[src/rtl/core/mhpq_pkg.sv]
// Shared types and constants of the min-heap priority queue.
package mhpq_pkg;

  localparam int unsigned Capacity    = 64;
  localparam int unsigned KeyW        = 32;
  localparam int unsigned CntW        = $clog2(Capacity + 1);
  localparam int unsigned EntryCountW = 7;
  localparam int unsigned StatusW     = 2;

  typedef enum logic {
    CmdRemove = 1'b0,
    CmdInsert = 1'b1
  } cmd_e;

  typedef enum logic [StatusW-1:0] {
    StatusOk    = 2'd0,
    StatusEmpty = 2'd1,
    StatusFull  = 2'd2
  } status_e;

  // Operation broadcast to every cell
  typedef struct packed {
    logic                   ins_en;
    logic                   rem_en;
    logic signed [KeyW-1:0] key;
  } ctrl_t;

  // Handed from each cell to its right neighbour
  typedef struct packed {
    logic                   take;
    logic signed [KeyW-1:0] key;
  } link_t;

endpackage

[src/rtl/core/mhpq_cell.sv]
// One cell of the sorted key row: holds one key, shifts right on insert, left on remove.
module mhpq_cell (
  input  logic                             clk_i,
  input  mhpq_pkg::ctrl_t                  ctrl_i,
  input  logic                             in_use_i,
  input  mhpq_pkg::link_t                  left_i,
  input  logic signed [mhpq_pkg::KeyW-1:0] right_key_i,
  output mhpq_pkg::link_t                  right_o,
  output logic signed [mhpq_pkg::KeyW-1:0] key_o
);

  logic signed [mhpq_pkg::KeyW-1:0] key_q, key_d;
  logic                             take;

  // Cell gives way when it is empty or the new key sorts before it
  assign take = !in_use_i || (ctrl_i.key < key_q);

  always_comb begin
    key_d = key_q;
    if (ctrl_i.ins_en) begin
      if (take) begin
        key_d = left_i.take ? left_i.key : ctrl_i.key;
      end
    end else if (ctrl_i.rem_en) begin
      key_d = right_key_i;
    end
  end

  always_ff @(posedge clk_i) begin
    key_q <= key_d;
  end

  assign right_o.take = take;
  assign right_o.key  = key_q;
  assign key_o        = key_q;

endmodule

[config.mk]
export PLATFORM = sky130hd
export DESIGN_NAME = mhpq_cell
export DESIGN_NICKNAME = d
export VERILOG_FILES = /design/src/rtl/core/mhpq_pkg.sv /design/src/rtl/core/mhpq_cell.sv
export SDC_FILE = /design/constraint.sdc
export NUM_CORES = 1
export LEC_CHECK = 0
export ABC_AREA = 1
export ABC_CLOCK_PERIOD_IN_PS = 3720
export BUFFER_PORTS_ARGS = -buffer_cell sky130_fd_sc_hd__buf_2
export CAP_MARGIN = 10
export CORE_MARGIN = 1
export CORE_UTILIZATION = 44
export DETAILED_ROUTE_END_ITERATION = 8
export GPL_TIMING_DRIVEN = 0
export PLACE_DENSITY = 0.79
export SLEW_MARGIN = 15
export SYNTH_ARGS = -nofsm -noshare
export SYNTH_HDL_FRONTEND = slang
export SYNTH_SLANG_ARGS = --single-unit
[constraint.sdc]
create_clock -name clk_i -period 3.72 [get_ports clk_i]
set_clock_uncertainty 0.15 [all_clocks]
set_input_delay 0 -clock clk_i [delete_from_list [all_inputs] [get_ports clk_i]]
set_output_delay 0 -clock clk_i [all_outputs]
set_load 0.05 [all_outputs]
==> impl_metrics.csv, run 1 <==
group,metric,value,unit
status,outcome,"complete, but fails checks",
status,violations,"hold timing",
die,die_h,80.3,um
synthesis,syn_inst,347,
detailed_routing,vias_per_cell,4.85,
power_and_ir_drop,combinationalPowerShare,0.509,
synthesis,yosysWarnings,0,
power_and_ir_drop,power_leakage,2.27,nW
detailed_routing,ant_nets,0,
global_routing,grt_pass1_wl,13900,um
global_routing,grt_max_degree,33,
power_and_ir_drop,p_int,855,uW
synthesis,netlist_top_cells_count,"66 x nand2_1, 64 x o21ai_0, 42 x inv_1",
synthesis,synth_top_flop_cell,"edfxtp_1",
clocking,hold_buffers,63,
synthesis,post-synth-top-area-cell,"edfxtp_1",
clocking,cts_tree,"done",
layout,finalNetCount,714,
layout,drive_gt1_frac,0.369,
critical_path,ff2ff_setup_slack,1.0,ns
hold_path,holdPathStages,3,
critical_path,reg2reg_to,"key_o[7]",
power_and_ir_drop,switching_share,0.437,
synthesis,postSynthAreaPerCell,7.77,um2
die,io_pins,166,
timing,timing.slew.headroom,0.459,
layout,multi_input_comb_area,1280,um2
detailed_routing,totalWireLength,9060,um
synthesis,synth-seq-cells,32,
timing,period_minus_slack,2.72,ns
timing,finalHoldViolCount,1,
timing,rsz0062_at_grt,"no",
die,num_rows,28,
placement,placed_cell_area,3620,um2
die,core_area,5920,um2
critical_path,path_class,"flop to flop",
timing,timing.fmax,0.368,GHz
die,die_area,6440,um2
layout,largest_reg_flops,32,
critical_path,required,3.48,ns
critical_path,timing.rr.start,"key_o[31]",
hold_path,hold_end,"key_o[8]",
clocking,cts_buffers,5,
clocking,cts_resized,0,
global_routing,antenna_found_initial,0,
layout,num_antenna_cells,0,
timing,hold_slack,-0.00636,ns
synthesis,synth_top_area_frac,0.357,
power_and_ir_drop,p_clk_frac,0.171,
hold_path,hp-start,"left_i[8]",
layout,area_growth,60.5,%
hold_path,hp-class,"input pin to flop",
global_routing,grt-ovfl-total,0,
timing,post-route-period-util,0.731,
global_routing,grt_pass1_vias,3130,
die,initial_core_util,0.455,
timing,setup_viol,0,
power_and_ir_drop,power_density,351,nW/um2
clocking,cts_setup_buffers,0,
detailed_routing,route.vias.total,3188,
placement,numPortBuffers,165,
placement,dp_hpwl,5940,um
timing,setup_tns,0,ns
layout,fillCellCount,472,
synthesis,ys_types,19,
die,die_w,80.3,um
job,drv_cap,0,
clocking,path_clk_slew,0.07,ns
layout,regArea,961,um2
clocking,htree_levels,2,
clocking,cts.path.max_buffers,2,
clocking,cts_root_buf,"clkbuf_8",
critical_path,reg2regPathDepth,12,
critical_path,end_kind,"flop",
detailed_routing,wl_per_cell,13.8,um
power_and_ir_drop,max-vdd-ir-drop,0.221,mV
critical_path,cp.arrival,2.48,ns
power_and_ir_drop,power.switching,663,uW
detailed_routing,dr.pass1.iters,4,
critical_path,worst-path-max-fanout,32,
synthesis,synth_nets,479,
detailed_routing,drtIter0Drc,104,
timing,slew_violations,0,
synthesis,synthArstFlopShare,0,
clocking,clk_latency,0.29,ns
placement,place_congestion,0.861,
synthesis,synth-edff-count,32,
global_routing,grt_usage,0.285,
power_and_ir_drop,seq_power_share,0.320,
detailed_routing,drc,0,
clocking,cts_sinks,32,
synthesis,synth_most_common_cell,"nand2_1",
layout,final_util,0.731,
layout,fin_area,4330,um2
timing,worst_pin_slew,0.808,ns
synthesis,ys_seq_area_frac,0.357,
synthesis,synth_area_leaders,"edfxtp_1 36%, ha_1 14%, o21ai_0 12%, buf_4 9.2%, nand2_1 9.2%",
synthesis,syn-cell-area,2700,um2
critical_path,startpoint_type,"flop",
## per-stage QoR
stage	total power [mW]	hold WS, ns	setup WS, ns	std cells
4_1_cts	1.51	0.00589	0.991	657
3_3_place_gp	1.17	0.130	0.606	587
5_1_grt	1.60	0.0503	0.717	657
2_1_floorplan	1.00	0.0412	0.764	347
3_5_place_dp	1.19	0.132	1.00	587
6_report	1.52	-0.00636	1.00	657
## power groups by stage
stage / clock [mW] / combinational [mW] / sequential, mW
2_1_floorplan: 0 / 0.377 / 0.626
4_1_cts: 0.262 / 0.763 / 0.485
3_3_place_gp: 0 / 0.682 / 0.490
5_1_grt: 0.275 / 0.832 / 0.491
3_5_place_dp: 0 / 0.693 / 0.493
6_report: 0.260 / 0.772 / 0.486
## logic make-up after synthesis
kind of cell	synth area share
fa+ha+maj	0.144
buf+inv	0.168
flops	0.357
simple gates	0.169
compound gates	0.162
## layout make-up
type,count,area share
Timing Repair Buffer,228,0.337
Clock inverter,1,0.00116
Multi-Input combinational cell,228,0.297
Inverter,42,0.0364
Buffer,45,0.0680
Clock buffer,6,0.0168
Tap cell,75,0.0217
Sequential cell,32,0.222
## worst max-delay path: stages (launching register included)
cell and delay [ns]:
edfxtp_1 0.41, inv_1 0.06, ha_1 0.35, nand2_1 0.10, nor2_2 0.12, nand2_1 0.09
nor2_1 0.11, nand2_1 0.08, nand2_1 0.07, nand2_1 0.07, nand3_2 0.07, nand2_1 0.06
nand2_2 0.61
## metal layers
layer | track usage | up-vias | wire [um]
li1 | - | 1581 | -
met1 | 0.293 | 1443 | 3460
met2 | 0.562 | 142 | 4850
met3 | 0.0500 | 22 | 536
met4 | 0.113 | 0 | 216
met5 | 0 | - | 0
## cells in the final DEF, fill, tap and decap left out, types with 2 or more instances in the layout
| cell type | instances |
|---|---|
| clkbuf_8 | 5 |
| nor3_2 | 2 |
| buf_4 | 33 |
| clkbuf_1 | 11 |
| buf_2 | 166 |
| a21oi_2 | 4 |
| o21ai_0 | 64 |
| inv_1 | 42 |
| nor2_1 | 39 |
| nand3_1 | 2 |
| edfxtp_1 | 32 |
| nand3_2 | 2 |
| o21ai_1 | 4 |
| ha_1 | 31 |
| nand2_1 | 65 |
| a21oi_1 | 11 |
| dlygate4sd3_1 | 63 |
## worst max path at each step
stage	from	cells past startpoint	end	slack (ns)
2_1_floorplan	key_o[21]	11	key_o[0]	0.76
3_3_place_gp	key_o[5]	13	key_o[14]	0.61
3_5_place_dp	key_o[5]	13	key_o[4]	1.00
4_1_cts	key_o[5]	13	key_o[4]	0.99
5_1_grt	key_o[31]	12	key_o[17]	0.72
6_report	key_o[31]	12	key_o[7]	1.0
No activity file was read; power rests on OpenSTA's default activity.
==> run 2: changes to the inputs <==
--- a/config.mk
+++ b/config.mk
@@ -6,14 +6,14 @@
 export NUM_CORES = 1
 export LEC_CHECK = 0
 export ABC_AREA = 1
-export ABC_CLOCK_PERIOD_IN_PS = 3720
+export ABC_CLOCK_PERIOD_IN_PS = 2200
 export BUFFER_PORTS_ARGS = -buffer_cell sky130_fd_sc_hd__buf_2
 export CAP_MARGIN = 10
 export CORE_MARGIN = 1
-export CORE_UTILIZATION = 44
+export CORE_UTILIZATION = 40
 export DETAILED_ROUTE_END_ITERATION = 8
 export GPL_TIMING_DRIVEN = 0
-export PLACE_DENSITY = 0.79
+export PLACE_DENSITY = 0.75
 export SLEW_MARGIN = 15
 export SYNTH_ARGS = -nofsm -noshare
 export SYNTH_HDL_FRONTEND = slang
==> constraint.sdc (replaced) <==
create_clock -name clk_i -period 2.2 [get_ports clk_i]
set_clock_uncertainty 0.15 [all_clocks]
set_input_delay 0 -clock clk_i [delete_from_list [all_inputs] [get_ports clk_i]]
set_output_delay 0 -clock clk_i [all_outputs]
set_load 0.05 [all_outputs]
==> run 2 against run 1 <==
  * Combinational power grew 94%
  * The flow finishes with violations (DRC, hold timing, setup timing)
  * Critical path depth is the same
  * Non-clock buffer count grew 21
  * Utilization grew 0.80 points
==> impl_metrics.csv, run 2 (synthesis gave the netlist of run 1 again) <==
group,metric,value,unit
status,violations,"DRC, hold timing, setup timing",
clocking,cts_tree,"done",
power_and_ir_drop,power_density,578,nW/um2
die,die_h,84.1,um
timing,hold_slack,-0.00159,ns
layout,largest_reg_flops,32,
critical_path,worst-path-max-fanout,8,
layout,drive_gt1_frac,0.445,
power_and_ir_drop,combinationalPowerShare,0.548,
layout,num_antenna_cells,0,
timing,period_minus_slack,2.25,ns
layout,final_cell_mix,"165 x buf_2, 62 x o21ai_0, 61 x dlygate4sd3_1",
global_routing,grt_pass1_vias,3209,
critical_path,crit_slowest_cell,"edfxtp_1",
critical_path,ff2ff_setup_slack,-0.05,ns
layout,area_growth,76.0,%
timing,worst_pin_slew,0.726,ns
critical_path,crit_top_cell,"nand2_2",
critical_path,required,2.02,ns
detailed_routing,vias_per_cell,4.75,
detailed_routing,route.vias.total,3247,
critical_path,path_class,"flop to flop",
layout,final_common_cell,"buf_2",
detailed_routing,wl_per_cell,13.6,um
timing,finalHoldViolCount,1,
clocking,clk_latency,0.27,ns
placement,place_congestion,0.871,
die,core_area,6420,um2
clocking,cts.path.max_buffers,2,
layout,fillCellCount,502,
placement,dp_cells,589,
clocking,cts_sinks,32,
critical_path,cpPeakStageDelay,0.36,ns
critical_path,end_kind,"flop",
detailed_routing,totalWireLength,9310,um
power_and_ir_drop,power.switching,1.18,mW
die,io_pins,166,
layout,final_cells,684,
critical_path,startpoint_type,"flop",
global_routing,grt_usage,0.263,
timing,slew_violations,0,
placement,numPortBuffers,165,
power_and_ir_drop,switching_share,0.432,
clocking,htree_levels,2,
power_and_ir_drop,power_leakage,2.41,nW
power_and_ir_drop,seq_power_share,0.295,
placement,dp_hpwl,6040,um
global_routing,grt_pass1_wl,14600,um
status,outcome,"complete, but fails checks",
clocking,path_clk_slew,0.07,ns
critical_path,cp.arrival,2.07,ns
timing,timing.fmax,0.444,GHz
detailed_routing,ant_nets,0,
detailed_routing,drc,20,
timing,setup_viol,33,
die,die_w,84.1,um
die,initial_core_util,0.420,
timing,timing.slew.headroom,0.515,
power_and_ir_drop,p_int,1.56,mW
global_routing,antenna_found_initial,0,
layout,finalNetCount,738,
timing,post-route-period-util,1.02,
timing,fin_ws,-0.0522,ns
power_and_ir_drop,p_clk_frac,0.157,
die,die_area,7070,um2
die,num_rows,29,
clocking,cts_root_buf,"clkbuf_8",
critical_path,crit_chain,"inv_1, ha_4, nand2_1, nor2_2, nand2_1, nor2_1, nand2_2, nand2_2, nand2_2, nand3_4, nand2_8, nand2_8",
global_routing,grt-ovfl-total,0,
hold_path,hp-class,"input pin to flop",
job,drv_cap,0,
power_and_ir_drop,max-vdd-ir-drop,0.318,mV
detailed_routing,drtIter0Drc,128,
timing,rsz0062_at_grt,"yes",
detailed_routing,dr.pass1.iters,7,
global_routing,grt_max_degree,11,
clocking,cts_buffers,5,
run 2: area by class of cell:
| class | count | area, um2 | share of cell area |
|---|---|---|---|
| repair buffers | 249 | 1620 | 0.341 |
| plain buffers | 45 | 298 | 0.0628 |
| multi-input cells | 231 | 1530 | 0.323 |
| inverters | 42 | 158 | 0.0332 |
| flip-flops and latches | 32 | 961 | 0.203 |
| clock inverters | 1 | 3.75 | 0.000791 |
| clock buffers | 7 | 76.3 | 0.0161 |
| well taps | 77 | 96.3 | 0.0203 |
run 2: layer usage:
layer,part of all wire,track usage,vias up
met5,0,0,-
met4,0.021,0.0925,0
met3,0.043,0.0317,14
met2,0.54,0.510,110
met1,0.40,0.291,1487
li1,-,-,1636
run 2: repair_timing:
| action | 4_1_cts | 5_1_grt |
|---|---|---|
| hold buffers | 61 | 0 |
| buffers inserted | 19 | 4 |
| pin swaps | 16 | 11 |
| endpoints found under the hold margin | 32 | 0 |
| resized for setup | 34 | 5 |
| cloned | 3 | 0 |
| setup endpoints to repair | 33 | 33 |
run 2: power by group through the flow:
stage | logic, mW | clock network (mW) | registers (mW)
finish | 1.50 | 0.432 | 0.809
global route | 1.60 | 0.462 | 0.818
CTS | 1.46 | 0.437 | 0.809
detailed placement | 1.19 | 0 | 0.833
global placement | 1.17 | 0 | 0.828
floorplan | 0.650 | 0 | 1.06
run 2: path summary, 6_finish.rpt:
kind                                 start  cells past startpoint   endpoint
worst max-delay path             key_o[31]                     12  key_o[23]
worst min-delay path            left_i[27]                      3  key_o[27]
worst max register to register   key_o[31]                     12  key_o[23]
worst min register to register   key_o[31]                      6  key_o[30]
run 2: per-stage QoR:
step                worst slack (ns)  utilization    TNS, ns  area (um2)  power [mW]
floorplan                     -0.206            -      -6.58        2730        1.71
finish                       -0.0522        0.739     -0.846        4740        2.74
detailed placement            -0.123        0.569      -3.83        3650        2.02
global route                  -0.166        0.739      -4.90        4740        2.88
global placement             -0.0817        0.569      -2.57        3650        2.00
CTS                        -0.000358        0.731  -0.000769        4700        2.71
run 2: worst max-delay path: cells and delay by family, from the launching register on:
family	cells	cell delay [ns]
and+or+nand+nor	10	1.07
DFF	1	0.36
adders and majority gates	1	0.29
buffers and inverters	1	0.07
==> run 3: changes to the inputs <==
--- a/config.mk
+++ b/config.mk
@@ -6,14 +6,14 @@
 export NUM_CORES = 1
 export LEC_CHECK = 0
 export ABC_AREA = 1
-export ABC_CLOCK_PERIOD_IN_PS = 2200
+export ABC_CLOCK_PERIOD_IN_PS = 2900
 export BUFFER_PORTS_ARGS = -buffer_cell sky130_fd_sc_hd__buf_2
 export CAP_MARGIN = 10
 export CORE_MARGIN = 1
-export CORE_UTILIZATION = 40
+export CORE_UTILIZATION = 47
 export DETAILED_ROUTE_END_ITERATION = 8
 export GPL_TIMING_DRIVEN = 0
-export PLACE_DENSITY = 0.75
+export PLACE_DENSITY = 0.84
 export SLEW_MARGIN = 15
 export SYNTH_ARGS = -nofsm -noshare
 export SYNTH_HDL_FRONTEND = slang
==> constraint.sdc (replaced) <==
create_clock -name clk_i -period 2.9 [get_ports clk_i]
set_clock_uncertainty 0.15 [all_clocks]
set_input_delay 0 -clock clk_i [delete_from_list [all_inputs] [get_ports clk_i]]
set_output_delay 0 -clock clk_i [all_outputs]
set_load 0.05 [all_outputs]
==> run 3 against run 2 <==
  * The run now ends clean
  * Worst hold slack better by 0.30 ns
  * Design area shrank 8.5%
  * Combinational power shrank 34%
  * Critical path depth did not move
  * Sequential power decreased by 23%
  * Fmax down 10%
  * Clock-buffer cell count down 2
  * Die area fell by 15%
  * Largest cell class unchanged
==> impl_metrics.csv, run 3 (synthesis gave the netlist of run 1 again) <==
group,metric,value,unit
critical_path,worstPathBufferInverterCount,1,
die,num_rows,27,
placement,place_congestion,0.860,
layout,final_common_cell,"buf_2",
layout,final_util,0.788,
global_routing,grt-ovfl-total,0,
die,die_w,77.7,um
layout,fillCellCount,398,
timing,finalHoldViolCount,0,
critical_path,startpoint_type,"flop",
layout,drive_gt1_frac,0.370,
detailed_routing,drtIter0Drc,94,
timing,period_minus_slack,2.51,ns
global_routing,antenna_found_initial,0,
placement,dp_hpwl,5940,um
timing,worst_pin_slew,0.551,ns
detailed_routing,vias_per_cell,4.84,
layout,regArea,961,um2
critical_path,cpPeakStageDelay,0.40,ns
die,die_area,6040,um2
detailed_routing,dr.pass1.iters,4,
global_routing,grt_usage,0.297,
critical_path,end_kind,"flop",
power_and_ir_drop,max-vdd-ir-drop,0.294,mV
critical_path,crit_chain,"inv_1, ha_1, nand2_1, nor2_2, nand2_1, nor2_1, nand2_1, nand2_1, nand2_1, nand3_2, nand2_1, nand2_4",
placement,dp_slack,0.204,ns
layout,finalNetCount,715,
placement,numPortBuffers,165,
timing,post-route-period-util,0.865,
critical_path,crit_slowest_cell,"edfxtp_1",
detailed_routing,totalWireLength,8860,um
power_and_ir_drop,power_density,449,nW/um2
detailed_routing,drc,0,
timing,fin_ws,0.393,ns
critical_path,cp.arrival,2.28,ns
status,outcome,"finished, final reports clean",
critical_path,required,2.68,ns
clocking,cts_root_buf,"clkbuf_8",
layout,fin_area,4340,um2
layout,largest_reg_flops,32,
layout,area_growth,61.1,%
timing,setup_tns,0,ns
timing,timing.fmax,0.399,GHz
critical_path,worst-path-max-fanout,32,
layout,multi_input_comb_area,1290,um2
hold_path,hp-class,"input pin to flop",
placement,placed_cell_area,3610,um2
clocking,cts_tree,"done",
timing,hold_slack,0.302,ns
power_and_ir_drop,total_power,1.95,mW
power_and_ir_drop,power_leakage,2.28,nW
clocking,path_clk_slew,0.07,ns
layout,final_cells,656,
clocking,clk_latency,0.28,ns
die,die_h,77.7,um
critical_path,crit_family,"simple AND/OR/NAND/NOR gates",
timing,rsz0062_at_grt,"no",
global_routing,grt_pass1_wl,14100,um
job,drv_cap,0,
layout,final_cell_mix,"166 x buf_2, 65 x nand2_1, 64 x o21ai_0, 64 x dlygate4sd3_1, 42 x inv_1",
critical_path,crit_top_cell,"nand2_1",
critical_path,path_class,"flop to flop",
die,io_pins,166,
detailed_routing,ant_nets,0,
clocking,htree_levels,2,
detailed_routing,route.vias.total,3177,
timing,timing.slew.headroom,0.633,
timing,slew_violations,0,
die,core_area,5510,um2
clocking,cts_buffers,5,
placement,dp_cells,584,
die,initial_core_util,0.489,
clocking,cts_sinks,32,
global_routing,grt_max_degree,33,
detailed_routing,wl_per_cell,13.5,um
clocking,cts.path.max_buffers,2,
global_routing,grt_pass1_vias,3224,
layout,num_antenna_cells,0,
timing,setup_viol,0,
## run 3: path summary, 6_finish.rpt
kind                                 start         to  slack [ns]  cells past startpoint
worst min-delay path            ctrl_i[32]  key_o[25]        0.30                      3
worst max register to register   key_o[31]   key_o[0]        0.39                     12
worst max-delay path             key_o[31]   key_o[0]        0.39                     12
worst min register to register   key_o[31]  key_o[25]        1.38                      7
## run 3: repair_timing
action / in CTS / in global routing
setup buffers: 0 / 0
endpoints found under the setup margin: 0 / 32
gates resized for setup: 0 / 1
hold endpoints to repair: 32 / 0
hold buffers: 64 / 0
## run 3: worst reg2reg max path, stage by stage (launching register included)
cell,delay [ns]
edfxtp_1,0.40
inv_1,0.06
ha_1,0.33
nand2_1,0.11
nor2_2,0.13
nand2_1,0.11
nor2_1,0.11
nand2_1,0.08
nand2_1,0.06
nand2_1,0.06
nand3_2,0.07
nand2_1,0.08
nand2_4,0.38
## run 3: layer usage
layer	track usage	vias to the layer above	share of wire
li1	-	1586	-
met1	0.322	1425	0.38
met2	0.562	139	0.53
met3	0.0471	27	0.056
met4	0.132	0	0.032
met5	0	-	0
## run 3: final cells by class
| class | instances | share of cell area |
|---|---|---|
| Tap cell | 72 | 0.0207 |
| Buffer | 45 | 0.0677 |
| Inverter | 42 | 0.0363 |
| Clock inverter | 3 | 0.00317 |
| Clock buffer | 5 | 0.0159 |
| Sequential cell | 32 | 0.221 |
| Multi-Input combinational cell | 228 | 0.297 |
| Timing Repair Buffer | 229 | 0.338 |
## run 3: power breakdown
group	switching [mW]	total (mW)	internal, mW	leakage [nW]
Combinational	0.641	0.993	0.352	1.92
Clock	0.172	0.335	0.163	0.0453
Sequential	0.0397	0.621	0.581	0.317
Total	0.852	1.95	1.10	2.28
